File: config.mk
export PLATFORM = sky130hd
export DESIGN_NAME = button_event_detector
export DESIGN_NICKNAME = d
export VERILOG_FILES = /design/src/hw/rtl/bed_pkg.sv /design/src/hw/rtl/bed_state_ram.sv /design/src/hw/rtl/button_event_detector.sv
export SDC_FILE = /design/constraint.sdc
export NUM_CORES = 2
export LEC_CHECK = 0
export BUFFER_PORTS_ARGS = -buffer_cell sky130_fd_sc_hd__buf_2
export CAP_MARGIN = 20
export CORE_MARGIN = 1
export CORE_UTILIZATION = 50
export DETAILED_ROUTE_END_ITERATION = 10
export PLACE_DENSITY_LB_ADDON = 0.15
export RECOVER_POWER = 100
export SYNTH_ARGS = -nofsm -noshare
export SYNTH_HDL_FRONTEND = slang
export SYNTH_HIERARCHICAL = 1
export SYNTH_SLANG_ARGS = --single-unit
File: constraint.sdc
create_clock -name aclk -period 34 [get_ports aclk]
set_input_delay 3.4 -clock aclk [delete_from_list [all_inputs] [get_ports aclk]]
set_output_delay 3.4 -clock aclk [all_outputs]
set_load 0.03 [all_outputs]
File: src/hw/rtl/bed_pkg.sv
// shared types and constants of the button event detector
`timescale 1ns / 1ps
`default_nettype none
package bed_pkg;

    // debounce phase of one key
    typedef enum logic [2:0] {
        PH_NONE         = 3'd0,
        PH_PRESS_DEB    = 3'd1,
        PH_PRESS        = 3'd2,
        PH_PRESSING_DEB = 3'd3,
        PH_PRESSING     = 3'd4,
        PH_RELEASE      = 3'd5
    } phase_t;

    // configuration register indexes
    typedef enum logic [2:0] {
        REG_DEBOUNCE     = 3'd0,
        REG_LONG         = 3'd1,
        REG_MULTI        = 3'd2,
        REG_REPEAT_FIRST = 3'd3,
        REG_REPEAT_PER   = 3'd4,
        REG_FEATURES     = 3'd5
    } reg_index_t;

    localparam int CFG_W  = 16;
    localparam int FEAT_W = 5;

    // feature enable bit positions
    localparam int FEAT_LONG_PRESS    = 0;
    localparam int FEAT_LONG_RELEASE  = 1;
    localparam int FEAT_MULTI_PRESS   = 2;
    localparam int FEAT_MULTI_RELEASE = 3;
    localparam int FEAT_REPEAT        = 4;

    // register values after reset
    localparam logic [CFG_W-1:0]  DEBOUNCE_RST     = 16'd20;
    localparam logic [CFG_W-1:0]  LONG_RST         = 16'd1000;
    localparam logic [CFG_W-1:0]  MULTI_RST        = 16'd300;
    localparam logic [CFG_W-1:0]  REPEAT_FIRST_RST = 16'd1000;
    localparam logic [CFG_W-1:0]  REPEAT_PER_RST   = 16'd200;
    localparam logic [FEAT_W-1:0] FEATURES_RST     = 5'd0;

    localparam logic [7:0] CLICK_MAX = 8'hFF;
    localparam logic [7:0] CLICK_MULTI_MIN = 8'd2;
    localparam logic [4:0] TOTAL_MAX = 5'd31;

endpackage
`default_nettype wire

File: src/hw/rtl/bed_state_ram.sv
// per-key state memory with valid bits and write-to-read bypass
`timescale 1ns / 1ps
`default_nettype none
module bed_state_ram #(
    parameter int WIDTH = 8,
    parameter int DEPTH = 16,
    parameter int AW    = 4
) (
    input  wire logic             aclk,
    input  wire logic             aresetn,
    input  wire logic             rd_en,
    input  wire logic [AW-1:0]    rd_addr,
    output logic      [WIDTH-1:0] rd_data,
    input  wire logic             wr_en,
    input  wire logic [AW-1:0]    wr_addr,
    input  wire logic [WIDTH-1:0] wr_data
);

    logic [WIDTH-1:0] mem_reg [DEPTH];
    logic [DEPTH-1:0] valid_reg;
    logic [WIDTH-1:0] rd_data_reg;

    always_ff @(posedge aclk) begin
        if (wr_en) begin
            mem_reg[wr_addr] <= wr_data;
        end
    end

    always_ff @(posedge aclk) begin
        if (!aresetn) begin
            valid_reg <= '0;
        end else if (wr_en) begin
            valid_reg[wr_addr] <= 1'b1;
        end
    end

    // an entry never written reads as all zero
    always_ff @(posedge aclk) begin
        if (rd_en) begin
            if (wr_en && (wr_addr == rd_addr)) begin
                rd_data_reg <= wr_data;
            end else if (valid_reg[rd_addr]) begin
                rd_data_reg <= mem_reg[rd_addr];
            end else begin
                rd_data_reg <= '0;
            end
        end
    end

    assign rd_data = rd_data_reg;

endmodule
`default_nettype wire

File: src/hw/rtl/button_event_detector.sv
// top level of the button event detector
// a request is held in the request register, then its result in the result register
// throughput: one request per cycle unless the result side stalls, set by the single
// state read-modify-write; read at acceptance, update and write-back when it completes
// reset: tick, key count and registers to defaults, all keys idle at once
// (valid bits clear the key store, no clearing pass)
`timescale 1ns / 1ps
`default_nettype none
module button_event_detector #(
    parameter int KEYS      = 16,
    parameter int TICK_BITS = 32
) (
    input  wire logic        aclk,
    input  wire logic        aresetn,
    // configuration
    input  wire logic        cfg_wr_en,
    input  wire logic [2:0]  cfg_index,
    input  wire logic [15:0] cfg_data,
    // sample requests
    input  wire logic        s_valid,
    output logic             s_ready,
    input  wire logic [3:0]  s_key_index,
    input  wire logic        s_key_level,
    input  wire logic        s_tick_advance,
    // event results
    output logic             m_valid,
    input  wire logic        m_ready,
    output logic [3:0]       m_event_key,
    output logic             m_press_event,
    output logic             m_release_event,
    output logic             m_held_event,
    output logic             m_long_press_event,
    output logic             m_long_release_event,
    output logic             m_multi_press_event,
    output logic             m_multi_release_event,
    output logic [7:0]       m_click_count,
    output logic             m_repeat_event,
    output logic [4:0]       m_keys_down
);

    localparam int KEY_AW = (KEYS > 1) ? $clog2(KEYS) : 1;

    // per-key state; long press and long release deadlines are always
    // written together with the same value, so one field holds both
    typedef struct packed {
        logic [TICK_BITS-1:0] repeat_dl;
        logic [TICK_BITS-1:0] release_click_dl;
        logic [7:0]           release_clicks;
        logic [TICK_BITS-1:0] press_click_dl;
        logic [7:0]           press_clicks;
        logic                 long_fired;
        logic [TICK_BITS-1:0] long_dl;
        logic [TICK_BITS-1:0] debounce_dl;
        logic                 armed;
        bed_pkg::phase_t      phase;
        logic                 settled;
    } key_rec_t;

    localparam int STATE_W = $bits(key_rec_t);

    // deadline reached when (now - deadline) as a signed value is not negative
    function automatic logic reached(input logic [TICK_BITS-1:0] now,
                                     input logic [TICK_BITS-1:0] dl);
        logic [TICK_BITS-1:0] diff;
        diff = now - dl;
        return !diff[TICK_BITS-1];
    endfunction

    function automatic logic [TICK_BITS-1:0] later(input logic [TICK_BITS-1:0] now,
                                                   input logic [15:0] span);
        return now + TICK_BITS'(span);
    endfunction

    // configuration registers
    logic [15:0] debounce_reg;
    logic [15:0] long_reg;
    logic [15:0] multi_reg;
    logic [15:0] rep_first_reg;
    logic [15:0] rep_period_reg;
    logic [4:0]  features_reg;

    // request stage
    logic                 in_valid_reg;
    logic [3:0]           key_reg;
    logic                 level_reg;
    logic [TICK_BITS-1:0] in_tick_reg;
    logic [TICK_BITS-1:0] tick_reg;
    logic [TICK_BITS-1:0] tick_next;

    // shared count of pressed keys
    logic [4:0] total_reg;
    logic [4:0] total_next;

    // result stage
    logic       out_valid_reg;
    logic [3:0] ev_key_reg;
    logic       ev_press_reg;
    logic       ev_release_reg;
    logic       ev_held_reg;
    logic       ev_long_press_reg;
    logic       ev_long_release_reg;
    logic       ev_multi_press_reg;
    logic       ev_multi_release_reg;
    logic [7:0] ev_click_reg;
    logic       ev_repeat_reg;
    logic [4:0] ev_down_reg;

    // handshake
    logic s_fire;
    logic work_fire;

    // state store
    logic [STATE_W-1:0] rd_data;
    key_rec_t           st;
    key_rec_t           nx;
    logic               in_range;
    logic               wr_en;

    // combinational event flags of the request in work
    logic       press_ev;
    logic       release_ev;
    logic       held_ev;
    logic       long_press_ev;
    logic       long_release_ev;
    logic       multi_press_ev;
    logic       multi_release_ev;
    logic [7:0] click_ev;
    logic       repeat_ev;

    // a fresh click deadline (now + interval) counts as reached only for
    // intervals whose negation has a clear sign bit; depends on config alone
    logic [TICK_BITS-1:0] neg_multi;
    logic                 fresh_click_reached;

    assign work_fire = in_valid_reg && (!out_valid_reg || m_ready);
    assign s_ready   = !in_valid_reg || work_fire;
    assign s_fire    = s_valid && s_ready;
    assign tick_next = tick_reg + TICK_BITS'(s_tick_advance);

    // configuration writes, unknown indexes ignored
    always_ff @(posedge aclk) begin
        if (!aresetn) begin
            debounce_reg   <= bed_pkg::DEBOUNCE_RST;
            long_reg       <= bed_pkg::LONG_RST;
            multi_reg      <= bed_pkg::MULTI_RST;
            rep_first_reg  <= bed_pkg::REPEAT_FIRST_RST;
            rep_period_reg <= bed_pkg::REPEAT_PER_RST;
            features_reg   <= bed_pkg::FEATURES_RST;
        end else if (cfg_wr_en) begin
            unique case (cfg_index)
                bed_pkg::REG_DEBOUNCE:     debounce_reg   <= cfg_data;
                bed_pkg::REG_LONG:         long_reg       <= cfg_data;
                bed_pkg::REG_MULTI:        multi_reg      <= cfg_data;
                bed_pkg::REG_REPEAT_FIRST: rep_first_reg  <= cfg_data;
                bed_pkg::REG_REPEAT_PER:   rep_period_reg <= cfg_data;
                bed_pkg::REG_FEATURES:     features_reg   <= cfg_data[4:0];
                default: ;
            endcase
        end
    end

    // request register; the tick advances by the advance flag as each request is taken,
    // and the request carries the tick it must see
    always_ff @(posedge aclk) begin
        if (!aresetn) begin
            in_valid_reg <= 1'b0;
            tick_reg     <= '0;
        end else begin
            if (s_fire) begin
                in_valid_reg <= 1'b1;
                tick_reg     <= tick_next;
            end else if (work_fire) begin
                in_valid_reg <= 1'b0;
            end
        end
    end

    always_ff @(posedge aclk) begin
        if (s_fire) begin
            key_reg     <= s_key_index;
            level_reg   <= s_key_level;
            in_tick_reg <= tick_next;
        end
    end

    // key state store: read at acceptance, written back when the request completes
    bed_state_ram #(
        .WIDTH (STATE_W),
        .DEPTH (KEYS),
        .AW    (KEY_AW)
    ) u_state_ram (
        .aclk    (aclk),
        .aresetn (aresetn),
        .rd_en   (s_fire),
        .rd_addr (KEY_AW'(s_key_index)),
        .rd_data (rd_data),
        .wr_en   (wr_en),
        .wr_addr (KEY_AW'(key_reg)),
        .wr_data (nx)
    );

    assign st       = key_rec_t'(rd_data);
    assign in_range = (32'(key_reg) < KEYS);
    assign wr_en    = work_fire && in_range;

    assign neg_multi           = '0 - TICK_BITS'(multi_reg);
    assign fresh_click_reached = !neg_multi[TICK_BITS-1];

    // per-key update
    always_comb begin
        logic            go;
        logic            waiting;
        logic            pressing;
        bed_pkg::phase_t ph;
        logic [7:0]      clicks;

        nx               = st;
        press_ev         = 1'b0;
        release_ev       = 1'b0;
        held_ev          = 1'b0;
        long_press_ev    = 1'b0;
        long_release_ev  = 1'b0;
        multi_press_ev   = 1'b0;
        multi_release_ev = 1'b0;
        click_ev         = '0;
        repeat_ev        = 1'b0;
        total_next       = total_reg;
        clicks           = '0;

        go = (debounce_reg == '0) || (st.armed && reached(in_tick_reg, st.debounce_dl));

        // level against settled level
        unique case ({level_reg, st.settled})
            2'b00: begin
                nx.armed = 1'b0;
                nx.phase = bed_pkg::PH_NONE;
            end
            2'b01: begin
                if (go) begin
                    nx.phase   = bed_pkg::PH_RELEASE;
                    release_ev = 1'b1;
                end else if (!st.armed) begin
                    nx.phase       = bed_pkg::PH_PRESSING_DEB;
                    nx.debounce_dl = later(in_tick_reg, debounce_reg);
                    nx.armed       = 1'b1;
                end
            end
            2'b10: begin
                if (go) begin
                    nx.phase = bed_pkg::PH_PRESS;
                    press_ev = 1'b1;
                end else if (!st.armed) begin
                    nx.phase       = bed_pkg::PH_PRESS_DEB;
                    nx.debounce_dl = later(in_tick_reg, debounce_reg);
                    nx.armed       = 1'b1;
                end
            end
            2'b11: begin
                nx.armed = 1'b0;
                nx.phase = bed_pkg::PH_PRESSING;
                held_ev  = 1'b1;
            end
        endcase

        // a waiting key keeps its last phase, and what follows acts on it again
        ph       = nx.phase;
        waiting  = (ph == bed_pkg::PH_PRESS_DEB) || (ph == bed_pkg::PH_PRESSING_DEB);
        pressing = (ph == bed_pkg::PH_PRESSING) || (ph == bed_pkg::PH_PRESSING_DEB);

        if (!waiting) begin
            nx.settled = level_reg;
        end

        if (ph == bed_pkg::PH_PRESS) begin
            if (total_reg != bed_pkg::TOTAL_MAX) begin
                total_next = total_reg + 5'd1;
            end
        end else if (ph == bed_pkg::PH_RELEASE) begin
            if (total_reg != '0) begin
                total_next = total_reg - 5'd1;
            end
        end

        // long press and long release
        if (ph == bed_pkg::PH_PRESS) begin
            nx.long_dl    = later(in_tick_reg, long_reg);
            nx.long_fired = 1'b0;
        end else if (pressing) begin
            if (features_reg[bed_pkg::FEAT_LONG_PRESS] &&
                reached(in_tick_reg, st.long_dl) && !st.long_fired) begin
                nx.long_fired = 1'b1;
                long_press_ev = 1'b1;
            end
        end else if (ph == bed_pkg::PH_RELEASE) begin
            if (features_reg[bed_pkg::FEAT_LONG_RELEASE] &&
                reached(in_tick_reg, st.long_dl)) begin
                long_release_ev = 1'b1;
            end
        end

        // multi press
        if (features_reg[bed_pkg::FEAT_MULTI_PRESS] && (ph == bed_pkg::PH_PRESS)) begin
            clicks = (st.press_clicks != bed_pkg::CLICK_MAX) ?
                     st.press_clicks + 8'd1 : st.press_clicks;
            if (clicks >= bed_pkg::CLICK_MULTI_MIN) begin
                multi_press_ev = 1'b1;
                click_ev       = clicks;
            end
            nx.press_click_dl = later(in_tick_reg, multi_reg);
            nx.press_clicks   = fresh_click_reached ? '0 : clicks;
        end else if ((st.press_clicks != '0) && reached(in_tick_reg, st.press_click_dl)) begin
            nx.press_clicks = '0;
        end

        // multi release
        if (features_reg[bed_pkg::FEAT_MULTI_RELEASE] && (ph == bed_pkg::PH_RELEASE)) begin
            clicks = (st.release_clicks != bed_pkg::CLICK_MAX) ?
                     st.release_clicks + 8'd1 : st.release_clicks;
            if (clicks >= bed_pkg::CLICK_MULTI_MIN) begin
                multi_release_ev = 1'b1;
                click_ev         = clicks;
            end
            nx.release_click_dl = later(in_tick_reg, multi_reg);
            nx.release_clicks   = fresh_click_reached ? '0 : clicks;
        end else if ((st.release_clicks != '0) &&
                     reached(in_tick_reg, st.release_click_dl)) begin
            nx.release_clicks = '0;
        end

        // auto-repeat
        if (ph == bed_pkg::PH_PRESS) begin
            nx.repeat_dl = later(in_tick_reg, rep_first_reg);
        end else if (pressing) begin
            if (features_reg[bed_pkg::FEAT_REPEAT] && reached(in_tick_reg, st.repeat_dl)) begin
                repeat_ev    = 1'b1;
                nx.repeat_dl = later(in_tick_reg, rep_period_reg);
            end
        end

        // a key beyond the store changes nothing and reports nothing
        if (!in_range) begin
            press_ev         = 1'b0;
            release_ev       = 1'b0;
            held_ev          = 1'b0;
            long_press_ev    = 1'b0;
            long_release_ev  = 1'b0;
            multi_press_ev   = 1'b0;
            multi_release_ev = 1'b0;
            click_ev         = '0;
            repeat_ev        = 1'b0;
            total_next       = total_reg;
        end
    end

    always_ff @(posedge aclk) begin
        if (!aresetn) begin
            total_reg <= '0;
        end else if (work_fire) begin
            total_reg <= total_next;
        end
    end

    // result register
    always_ff @(posedge aclk) begin
        if (!aresetn) begin
            out_valid_reg <= 1'b0;
        end else if (work_fire) begin
            out_valid_reg <= 1'b1;
        end else if (m_ready) begin
            out_valid_reg <= 1'b0;
        end
    end

    always_ff @(posedge aclk) begin
        if (work_fire) begin
            ev_key_reg           <= key_reg;
            ev_press_reg         <= press_ev;
            ev_release_reg       <= release_ev;
            ev_held_reg          <= held_ev;
            ev_long_press_reg    <= long_press_ev;
            ev_long_release_reg  <= long_release_ev;
            ev_multi_press_reg   <= multi_press_ev;
            ev_multi_release_reg <= multi_release_ev;
            ev_click_reg         <= click_ev;
            ev_repeat_reg        <= repeat_ev;
            ev_down_reg          <= total_next;
        end
    end

    assign m_valid               = out_valid_reg;
    assign m_event_key           = ev_key_reg;
    assign m_press_event         = ev_press_reg;
    assign m_release_event       = ev_release_reg;
    assign m_held_event          = ev_held_reg;
    assign m_long_press_event    = ev_long_press_reg;
    assign m_long_release_event  = ev_long_release_reg;
    assign m_multi_press_event   = ev_multi_press_reg;
    assign m_multi_release_event = ev_multi_release_reg;
    assign m_click_count         = ev_click_reg;
    assign m_repeat_event        = ev_repeat_reg;
    assign m_keys_down           = ev_down_reg;

endmodule
`default_nettype wire

==> impl_metrics.csv <==
group,metric,value,unit
detailed_routing,antenna_left,0,
synthesis,syn_inst,7701,
synthesis,ys_types,98,
sta,tightest_slew,9.95,ns
global_route,track_usage,26.9,%
synthesis,ys_async_sr_fraction,0,%
layout,area_growth,10.8,%
global_route,overflow,0,
synthesis,synth_nets,7978,
power_and_ir_drop,powerDensity,57.4,mW/mm^2
place,hpwlAfterDp,201000,um
detailed_routing,viasPerCell,6.38,
synthesis,synth_edf_count,3156,
sta,skew,0.0488,ns
cts,cts_made_buffers,345,
detailed_routing,drt-initial-drc-count,8469,
synthesis,ys.flop_type,"edfxtp_1",
cts,cts_hold_buf,0,
power_and_ir_drop,power,8.79,mW
sta,hold_violations,0,
layout,layout-drive-gt1-share,17.8,%
cts,cts_root_buf,"clkbuf_16",
sta,setup_viol,0,
job,maxCapViolations,95,
cts,postCtsSetupBuffers,0,
detailed_routing,routed_wl,375000,um
global_route,grt_first_pass_wirelength,543000,um
synthesis,ys_top_cells_by_area,"edfxtp_1, mux4_2, a22o_1, ha_1, dfxtp_1",
critical_path,critPathLaunchType,"primary input",
detailed_routing,drtPass1Iterations,7,
layout,nNetsFinal,8253,
sta,finalCritPeriodShare,57.8,%
floorplanning,initial_utilization,50.4,%
floorplanning,core,0.274,sq mm
sta,rsz0062_at_grt,"false",
layout,final_area,0.153,sq mm
run_status,status,"complete, but fails checks",
place,gp_congestion,0.856,
floorplanning,io_pins,57,
sta,min_period,19.65,ns
global_route,antenna_found_initial,14,
power_and_ir_drop,leakage,50.2,nW
sta,max_freq,0.0509,GHz
run_status,failed_checks,"max-capacitance violations, max-slew violations",
cts,clockBufferDepth,4,
synthesis,yosysMostFrequentCell,"edfxtp_1",
floorplanning,dieArea,0.278,sq mm
sta,slew-limit-headroom,-563,%
cts,clk_pin_slew,0.06,ns
min_path,min_path_type,"reg2reg",
synthesis,netlist_area,0.138,sq mm
cts,clk_latency,0.91,ns
place,portBuffers,56,
cts,htree_levels,5,
synthesis,yosys.area.top_type,"edfxtp_1",
critical_path,cp_max_fo,92,
cts,cts_resized,0,
synthesis,postSynthAreaPerCell,17.9,sq um
detailed_routing,drc,0,
cts,cts_tree,"done",
sta,setup_tns,0,ns
synthesis,yosysWarnings,6,
critical_path,critical_path_class,"in2reg",
cts,clock-sinks,3296,
place,place_area,0.143,sq mm
power_and_ir_drop,ir_drop,0.0000497,V
detailed_routing,vias,76300,
critical_path,cp.arrival,20.03,ns
sta,report.final.slew_viol_count,4100,
synthesis,synth_seq_area_share,70.6,%
global_route,grt_pass1_vias,76400,
detailed_routing,avgRoutedWirePerCell,31.3,um
critical_path,endpoint_kind,"register",
critical_path,cp.required,34.38,ns
global_route,grt_max_degree,130,
synthesis,synth_top_cell_area_share,68.6,%
synthesis,synth_commonest_cells,"edfxtp_1, mux4_2, nand2_1",
floorplanning,die_w,528,um
layout,largest_reg_flops,2912,
synthesis,synth_seq_cells,3296,
floorplanning,std_cell_rows,192,
floorplanning,die_h,528,um
-- final timing paths --
check	from	endpoint	slack, ns	cells past startpoint
worst max-delay path	m_ready	u_state_ram/mem_reg[12][12]	14.35	10
worst min-delay path	rep_period_reg[0]	rep_period_reg[0]	0.46	2
worst max register to register	m_valid	u_state_ram/mem_reg[12][12]	16.53	9
worst min register to register	rep_period_reg[0]	rep_period_reg[0]	0.46	2
-- critical path, stage by stage --
cell,delay (ns)
buf_2,0.08
nor2b_1,0.06
nand2b_1,0.39
inv_1,0.66
clkbuf_1,1.45
nand3_1,0.69
nor3_1,0.31
clkbuf_1,3.14
clkbuf_1,6.33
clkbuf_1,3.29
-- placed cells by master, fill, tap and decap left out, drive strengths merged, types with 103 or more instances in the layout --
cell	n
xnor2	103
clkinv	130
nor2	386
buf	103
clkbuf	709
o31ai	193
ha	242
a21oi	185
dfxtp	140
a22o	374
nand2	398
o21ai	165
mux4	732
edfxtp	3156
nand3	274
inv	224
-- final cells by class --
type	count	area, sq um
fill	21100	121000
sequential	3296	97600
multi-input combinational	3746	37200
clock buffer	446	9290
tap	3686	4610
timing repair buffer	366	1820
clock inverter	179	1740
inverter	221	832
antenna	7	17.5
-- layer usage --
| layer | share of wire (%) | track usage [%] | up-vias |
|---|---|---|---|
| li1 | - | - | 31800 |
| met1 | 41 | 38.0 | 40500 |
| met2 | 49 | 44.5 | 3373 |
| met3 | 7.4 | 3.50 | 658 |
| met4 | 2.7 | 6.98 | 0 |
| met5 | 0 | 0 | - |
-- metrics by stage --
step	setup WS, ns	hold WS, ns	cells	util (%)
final	14.35	0.463	11900	55.8
after CTS	25.33	0.462	11900	56.3
after global routing	12.96	0.473	11900	55.8
after floorplan	15.87	0.421	7701	-
after global placement	24.51	0.441	11300	52.3
after detailed placement	24.41	0.453	11300	52.3
-- report_power, final --
group / internal (mW) / switching, mW
registers: 4.52 / 0.0229
logic: 0.183 / 0.351
clock network: 2.16 / 1.55
total: 6.86 / 1.93
-- kinds of logic after synthesis --
family                     synth area share (%)
DFF                                        70.6
buffers and inverters                      2.27
muxes                                      12.3
adders and majority gates                  2.26
xor gates and xnor gates                   1.08
and+or+nand+nor                            4.38
AOI/OAI and AO/OA                          7.14
Power figures use the tool's default switching activity.
